### config.mk
export PLATFORM = sky130hd
export DESIGN_NAME = awd_coef_unit
export DESIGN_NICKNAME = d
export VERILOG_FILES = /design/src/hw/rtl/awd_pkg.sv /design/src/hw/rtl/awd_coef_unit.sv
export SDC_FILE = /design/constraint.sdc
export NUM_CORES = 2
export LEC_CHECK = 0
export ABC_AREA = 1
export BUFFER_PORTS_ARGS = -buffer_cell sky130_fd_sc_hd__buf_4
export CAP_MARGIN = 5
export CORE_AREA = 5 5 318 320
export DETAILED_ROUTE_END_ITERATION = 10
export DIE_AREA = 0 0 323 325
export PLACE_DENSITY_LB_ADDON = 0.15
export SYNTH_ARGS = -nofsm -noshare
export SYNTH_HDL_FRONTEND = slang
export SYNTH_SLANG_ARGS = --single-unit
### constraint.sdc
create_clock -name clk -period 11.8 [get_ports clk]
set_input_delay 1.18 -clock clk [delete_from_list [all_inputs] [get_ports clk]]
set_output_delay 1.18 -clock clk [all_outputs]
set_load 0.01 [all_outputs]
### src/hw/rtl/awd_pkg.sv
// shared types, codes and constants for the waveshaper distortion core
// no dependencies; imported by every module of the block
`timescale 1ns / 1ps
`default_nettype none

package awd_pkg;

  localparam int SAMPLE_BITS_DEF = 16;
  localparam int SINE_DEPTH_DEF  = 1024;

  localparam logic [63:0] ONE_Q30     = 64'd1 << 30;
  localparam logic [63:0] HALF_PI_Q30 = 64'd1686629713;

  // taylor divisors, innermost term first
  localparam logic [6:0] SIN_DIVS [5] = '{7'd110, 7'd72, 7'd42, 7'd20, 7'd6};

  // reciprocals of the taylor divisors: floor(n / d) = (n * mag) >> sh for n < 2^30
  localparam logic [5:0]  RCP_SH  [5] = '{6'd37, 6'd37, 6'd36, 6'd35, 6'd33};
  localparam logic [30:0] RCP_MAG [5] = '{
    31'(((64'd1 << 37) + 64'd109) / 64'd110),
    31'(((64'd1 << 37) + 64'd71) / 64'd72),
    31'(((64'd1 << 36) + 64'd41) / 64'd42),
    31'(((64'd1 << 35) + 64'd19) / 64'd20),
    31'(((64'd1 << 33) + 64'd5) / 64'd6)
  };

  typedef enum logic [1:0] {
    MODE_HALF   = 2'd0,
    MODE_FULL   = 2'd1,
    MODE_SINE   = 2'd2,
    MODE_BYPASS = 2'd3
  } awd_mode_t;

  typedef enum logic [2:0] {
    CFG_MODE        = 3'd0,
    CFG_PRE_GAIN    = 3'd1,
    CFG_EFFECT_GAIN = 3'd2,
    CFG_CLIP_LEVEL  = 3'd3,
    CFG_CLIP_CENTER = 3'd4
  } awd_cfg_idx_t;

  typedef struct packed {
    awd_mode_t          mode;
    logic [15:0]        pre_gain;
    logic [15:0]        effect_gain;
    logic [14:0]        clip_level;
    logic signed [15:0] clip_center;
  } awd_cfg_t;

  typedef struct packed {
    logic [15:0] fx;
    logic [16:0] gain;
  } awd_coef_t;

  // sine of a q2.30 angle in [0, pi/2], q.30 result, truncating horner steps
  function automatic logic [63:0] sin_q30(input logic [63:0] theta);
    logic [63:0] t2;
    logic [63:0] p;
    logic [63:0] d;
    t2 = (theta * theta) >> 30;
    p  = ONE_Q30;
    for (int k = 0; k < 5; k++) begin
      d = ((t2 * p) >> 30) / 64'(SIN_DIVS[k]);
      p = (d > ONE_Q30) ? 64'd0 : (ONE_Q30 - d);
    end
    return (theta * p) >> 30;
  endfunction

endpackage

`default_nettype wire

### src/hw/rtl/awd_coef_unit.sv
// derives effective mix gain and output gain after each register write
// depends on awd_pkg; shared multiplier and bit-serial divider
`timescale 1ns / 1ps
`default_nettype none

module awd_coef_unit (
  input  wire logic              clk,
  input  wire logic              rst_n,
  input  wire logic              restart,
  input  wire awd_pkg::awd_cfg_t cfg,
  output awd_pkg::awd_coef_t     coef,
  output logic                   busy
);
  import awd_pkg::*;

  typedef enum logic [8:0] {
    ST_IDLE   = 9'b000000001,
    ST_LAUNCH = 9'b000000010,
    ST_TSQ    = 9'b000000100,
    ST_PMUL   = 9'b000001000,
    ST_PDIV   = 9'b000010000,
    ST_SMUL   = 9'b000100000,
    ST_FDIV   = 9'b001000000,
    ST_GSET   = 9'b010000000,
    ST_GDIV   = 9'b100000000
  } coef_state_t;

  coef_state_t state_r;
  logic [29:0] th_r;
  logic [29:0] t2_r;
  logic [30:0] p_r;
  logic [29:0] pd_x_r;
  logic [2:0]  k_r;
  logic [15:0] fx_r;
  logic [16:0] gain_r;

  logic [47:0] div_num_r;
  logic [47:0] div_quo_r;
  logic [31:0] div_den_r;
  logic [31:0] div_rem_r;
  logic [5:0]  div_cnt_r;
  logic        div_run_r;

  logic [30:0] mul_a;
  logic [30:0] mul_b;
  logic [61:0] mul_p;
  logic [31:0] mul_q;
  logic [61:0] rcp_q;
  logic [32:0] rem_sh;
  logic [32:0] rem_sub;
  logic        rem_ge;
  logic [16:0] den_g;
  logic        corr;

  always_comb begin
    case (state_r)
      ST_TSQ: begin
        mul_a = {1'b0, th_r};
        mul_b = {1'b0, th_r};
      end
      ST_PMUL: begin
        mul_a = {1'b0, t2_r};
        mul_b = p_r;
      end
      ST_PDIV: begin
        // taylor divide by constant as a reciprocal multiply
        mul_a = {1'b0, pd_x_r};
        mul_b = RCP_MAG[k_r];
      end
      default: begin
        mul_a = {1'b0, th_r};
        mul_b = p_r;
      end
    endcase
    mul_p   = 62'(mul_a) * 62'(mul_b);
    mul_q   = mul_p[61:30];
    rcp_q   = mul_p >> RCP_SH[k_r];
    rem_sh  = {div_rem_r, div_num_r[47]};
    rem_sub = rem_sh - {1'b0, div_den_r};
    rem_ge  = rem_sh >= {1'b0, div_den_r};
    den_g   = 17'd256 + 17'(fx_r);
    corr    = (cfg.mode == MODE_SINE) && (cfg.pre_gain < 16'd128);
  end

  always_ff @(posedge clk) begin
    if (!rst_n) begin
      state_r   <= ST_LAUNCH;
      div_run_r <= 1'b0;
    end else begin
      // restoring divider, one quotient bit per cycle
      if (div_run_r) begin
        div_num_r <= {div_num_r[46:0], 1'b0};
        div_rem_r <= rem_ge ? rem_sub[31:0] : rem_sh[31:0];
        div_quo_r <= {div_quo_r[46:0], rem_ge};
        div_cnt_r <= div_cnt_r - 6'd1;
        if (div_cnt_r == 6'd1) begin
          div_run_r <= 1'b0;
        end
      end
      if (restart) begin
        state_r <= ST_LAUNCH;
      end else begin
        case (state_r)
          ST_IDLE: begin
          end
          ST_LAUNCH: begin
            if (corr) begin
              th_r    <= {cfg.clip_level, 15'd0};
              state_r <= ST_TSQ;
            end else begin
              fx_r    <= cfg.effect_gain;
              state_r <= ST_GSET;
            end
          end
          ST_TSQ: begin
            t2_r    <= mul_q[29:0];
            p_r     <= 31'(ONE_Q30);
            k_r     <= 3'd0;
            state_r <= ST_PMUL;
          end
          ST_PMUL: begin
            pd_x_r  <= mul_q[29:0];
            state_r <= ST_PDIV;
          end
          ST_PDIV: begin
            p_r     <= (rcp_q > 62'(ONE_Q30)) ? 31'd0 : 31'(62'(ONE_Q30) - rcp_q);
            k_r     <= k_r + 3'd1;
            state_r <= (k_r == 3'd4) ? ST_SMUL : ST_PMUL;
          end
          ST_SMUL: begin
            if (mul_q == 32'd0) begin
              // zero sine of clip: divisor saturates the mix gain
              fx_r    <= 16'hFFFF;
              state_r <= ST_GSET;
            end else begin
              div_num_r <= {2'b00, cfg.effect_gain, 30'd0};
              div_den_r <= mul_q;
              div_rem_r <= '0;
              div_quo_r <= '0;
              div_cnt_r <= 6'd48;
              div_run_r <= 1'b1;
              state_r   <= ST_FDIV;
            end
          end
          ST_FDIV: begin
            if (!div_run_r) begin
              fx_r    <= (div_quo_r > 48'd65535) ? 16'hFFFF : div_quo_r[15:0];
              state_r <= ST_GSET;
            end
          end
          ST_GSET: begin
            div_num_r <= 48'(25'h100_0000 + 25'(den_g >> 1));
            div_den_r <= 32'(den_g);
            div_rem_r <= '0;
            div_quo_r <= '0;
            div_cnt_r <= 6'd48;
            div_run_r <= 1'b1;
            state_r   <= ST_GDIV;
          end
          ST_GDIV: begin
            if (!div_run_r) begin
              gain_r  <= div_quo_r[16:0];
              state_r <= ST_IDLE;
            end
          end
          default: begin
            state_r <= ST_LAUNCH;
          end
        endcase
      end
    end
  end

  assign coef = {fx_r, gain_r};
  assign busy = (state_r != ST_IDLE);

endmodule

`default_nettype wire

==> metrics.cfg <==
[synthesis]
ys.flop_type = edfxtp_1
yosysSeqAreaShare_pct = 19.5
yosysTopAreaCell = fa_1
synthesis.nets = 7135
synth_top_area_share_pct = 33.4
async_flop_share_pct = 0
syn_area_per_cell_um2 = 8.13
syn_area_um2 = 48500
synthCells = 5963
synthTopCellsByArea = fa_1 33%, edfxtp_1 19%, inv_1 9.4%, nand2_1 8.7%, ha_1 7.6%
yosys_warnings = 0
ys_ff_latch = 318
ys_types = 61
synth_edf_count = 308

[worst_setup_path]
cp_slowest_cell = clkinv_1
worst_ep_arrival_time_ps = 11710
worstPathRequired_ps = 12220
cpMostUsedCell = nand2_1
end_kind = register
cpPeakStageDelay_ps = 640
worstSetupPathType = register to register
critPathTopFamily = adder cells
start_kind = register
crit_fanout = 17
path_buf_inv = 8

[pwr]
p_per_area_nw_per_um2 = 47.8
p_sw_w = 0.000595
comb_power_share_pct = 7.2
sw_frac_of_total_pct = 23.8
p_int_w = 0.00190
p_seq_share_pct = 52.3
p_leak_nw = 25.3
ir_drop_mv = 0.113
power_frac_clock_pct = 40.5

[placement]
place_area_um2 = 51300
portBuffers = 78
dp_hpwl_um = 128000
pre_cts_slack_ps = 804
gp_congestion = 1.03

[finish]
final_common_cell = inv_1
stdcell_area_um2 = 52300
fillCellCount = 9529
layout.nets = 7196
syn_to_final_growth_pct = 7.88
layout-drive-gt1-share_pct = 6.78
mostFrequentLayoutCells = 1210 x inv_1, 1124 x nand2_1, 902 x nor2_1
antenna_cells = 0

[grt]
grt_use_total_pct = 30.1
grt_pass1_wl_um = 242000
antenna_found_initial = 0
grt_max_degree = 97
grt_overflow_total = 0
grt_pass1_vias = 40700

[outcome]
status = complete, no violations

[detailed_routing]
ant_nets = 0
drtPass1Iterations = 6
wire_per_inst_um = 21.5
wl_um = 157000
num_vias = 40200
drc = 0
viasPerCell = 5.49
drtIter0Drc = 3431

[floorplanning]
dieWidth_um = 323
ioPinCount = 102
num_rows = 115
die_area_um2 = 105000
initial_core_util_pct = 49.6
core-area_um2 = 97800
die_h_um = 325

[clock_network]
cts_inserted_buffers = 31
clk_path_buf_depth = 3
clkSinkCount = 318
htreeDepth = 1
cts_tree = done
path_clk_slew_ps = 70
cts-root-buf = clkbuf_16
clock_latency_ps = 620

[timing]
hold_viol = 0
setup_viol = 0
timing.final.ws_setup_ps = 514
hold_ws_ps = 477
period_minus_slack_ps = 11290
fmax_ghz = 0.0886
finalCritPeriodShare_pct = 95.6
finalClockSkew_ps = 18.9
slew_headroom_pct = 16.5
fin_setup_tns_ps = 0
tightest_slew_ps = 1250
final_max_slew_viol_count = 0
grt_setup_unrepaired = no

[min_path]
hold_path_class = register to register

[run]
drv_cap = 0

## sequential cells by signal, summed over array words and instances, names as in the netlist
signal     flops
div_num_r     48
div_quo_r     48
div_den_r     32
div_rem_r     32
p_r           31
pd_x_r        30
t2_r          30
gain_r        17
fx_r          16
th_r          15
state_r        9
div_cnt_r      6
k_r            3
div_run_r      1
## stage by stage
stage | util (%) | instances | power [W]
6_report | 53.5 | 7335 | 0.00250
5_1_grt | 53.5 | 7335 | 0.00259
4_1_cts | 53.4 | 7332 | 0.00252
3_5_place_dp | 52.4 | 7275 | 0.00151
3_3_place_gp | 52.4 | 7275 | 0.00151
2_1_floorplan | - | 5963 | 0.00144
## power by group through the flow
stage	sequential [W]	combinational [W]	clock, W
6_report	0.00131	0.000181	0.00101
5_1_grt	0.00131	0.000206	0.00107
4_1_cts	0.00131	0.000182	0.00104
3_5_place_dp	0.00133	0.000181	0
3_3_place_gp	0.00133	0.000177	0
2_1_floorplan	0.00132	0.000121	0
## timing repair
item / in CTS / in global routing
gates resized for setup: 0 / 1
setup buffers: 0 / 3
endpoints found under the hold margin: 0 / 0
endpoints found under the setup margin: 0 / 2
hold buffers: 0 / 0
## cell families after synthesis
family                     count (synthesis)  share of synthesized area (%)
AOI/OAI and AO/OA                        625                           7.28
xor gates and xnor gates                  36                          0.650
adders and majority gates               1104                           41.0
buffers and inverters                   1473                           11.5
DFF                                      318                           19.5
muxes                                      1                         0.0206
and+or+nand+nor                         2406                           20.0
## metal layers
layer	share of wire, %	GRT usage [%]	up-vias
li1	-	-	18400
met1	42	41.4	20100
met2	47	49.0	1473
met3	7.7	4.58	261
met4	4.2	10.1	0
met5	0	0	-
## cell type report
type | instances | area (µm²) | share of cell area, %
Clock inverter | 17 | 194 | 0.371
Multi-Input combinational cell | 4172 | 33600 | 64.2
Clock buffer | 40 | 810 | 1.55
Tap cell | 1287 | 1610 | 3.08
Timing Repair Buffer | 256 | 1990 | 3.80
Inverter | 1245 | 4680 | 8.95
Sequential cell | 318 | 9450 | 18.1
## worst register-to-register path: cells and delay by family (launching register included)
kind                       cells  cell delay [ps]
AOI/OAI and AO/OA              6             1480
xor gates and xnor gates       1              550
adders and majority gates      9             4390
buffers and inverters          8             1710
DFF                            1              340
and+or+nand+nor               17             2620
## synth_stat cells (all sizes together) (15+ instances only)
master,count
inv,1224
nand2,1132
nor2,932
fa,809
edfxtp,308
ha,295
a21oi,274
nand3,230
o21ai,223
clkbuf,191
buf,37
or2,28
nor4,27
nor3,26
xor2,24
nand4,22
clkinv,21
a221oi,15
a32o,15
a41oi,15
o21a,15
o22ai,15
## worst paths after layout
path                                    start         end  slack (ps)  cells past startpoint
worst max register to register     state_r[5]     p_r[13]         510                     41
worst min-delay path            div_quo_r[11]  gain_r[11]         480                      0
worst min register to register  div_quo_r[11]  gain_r[11]         480                      0
worst max-delay path               state_r[5]     p_r[13]         510                     41
No activity file was read; power rests on OpenSTA's default activity.
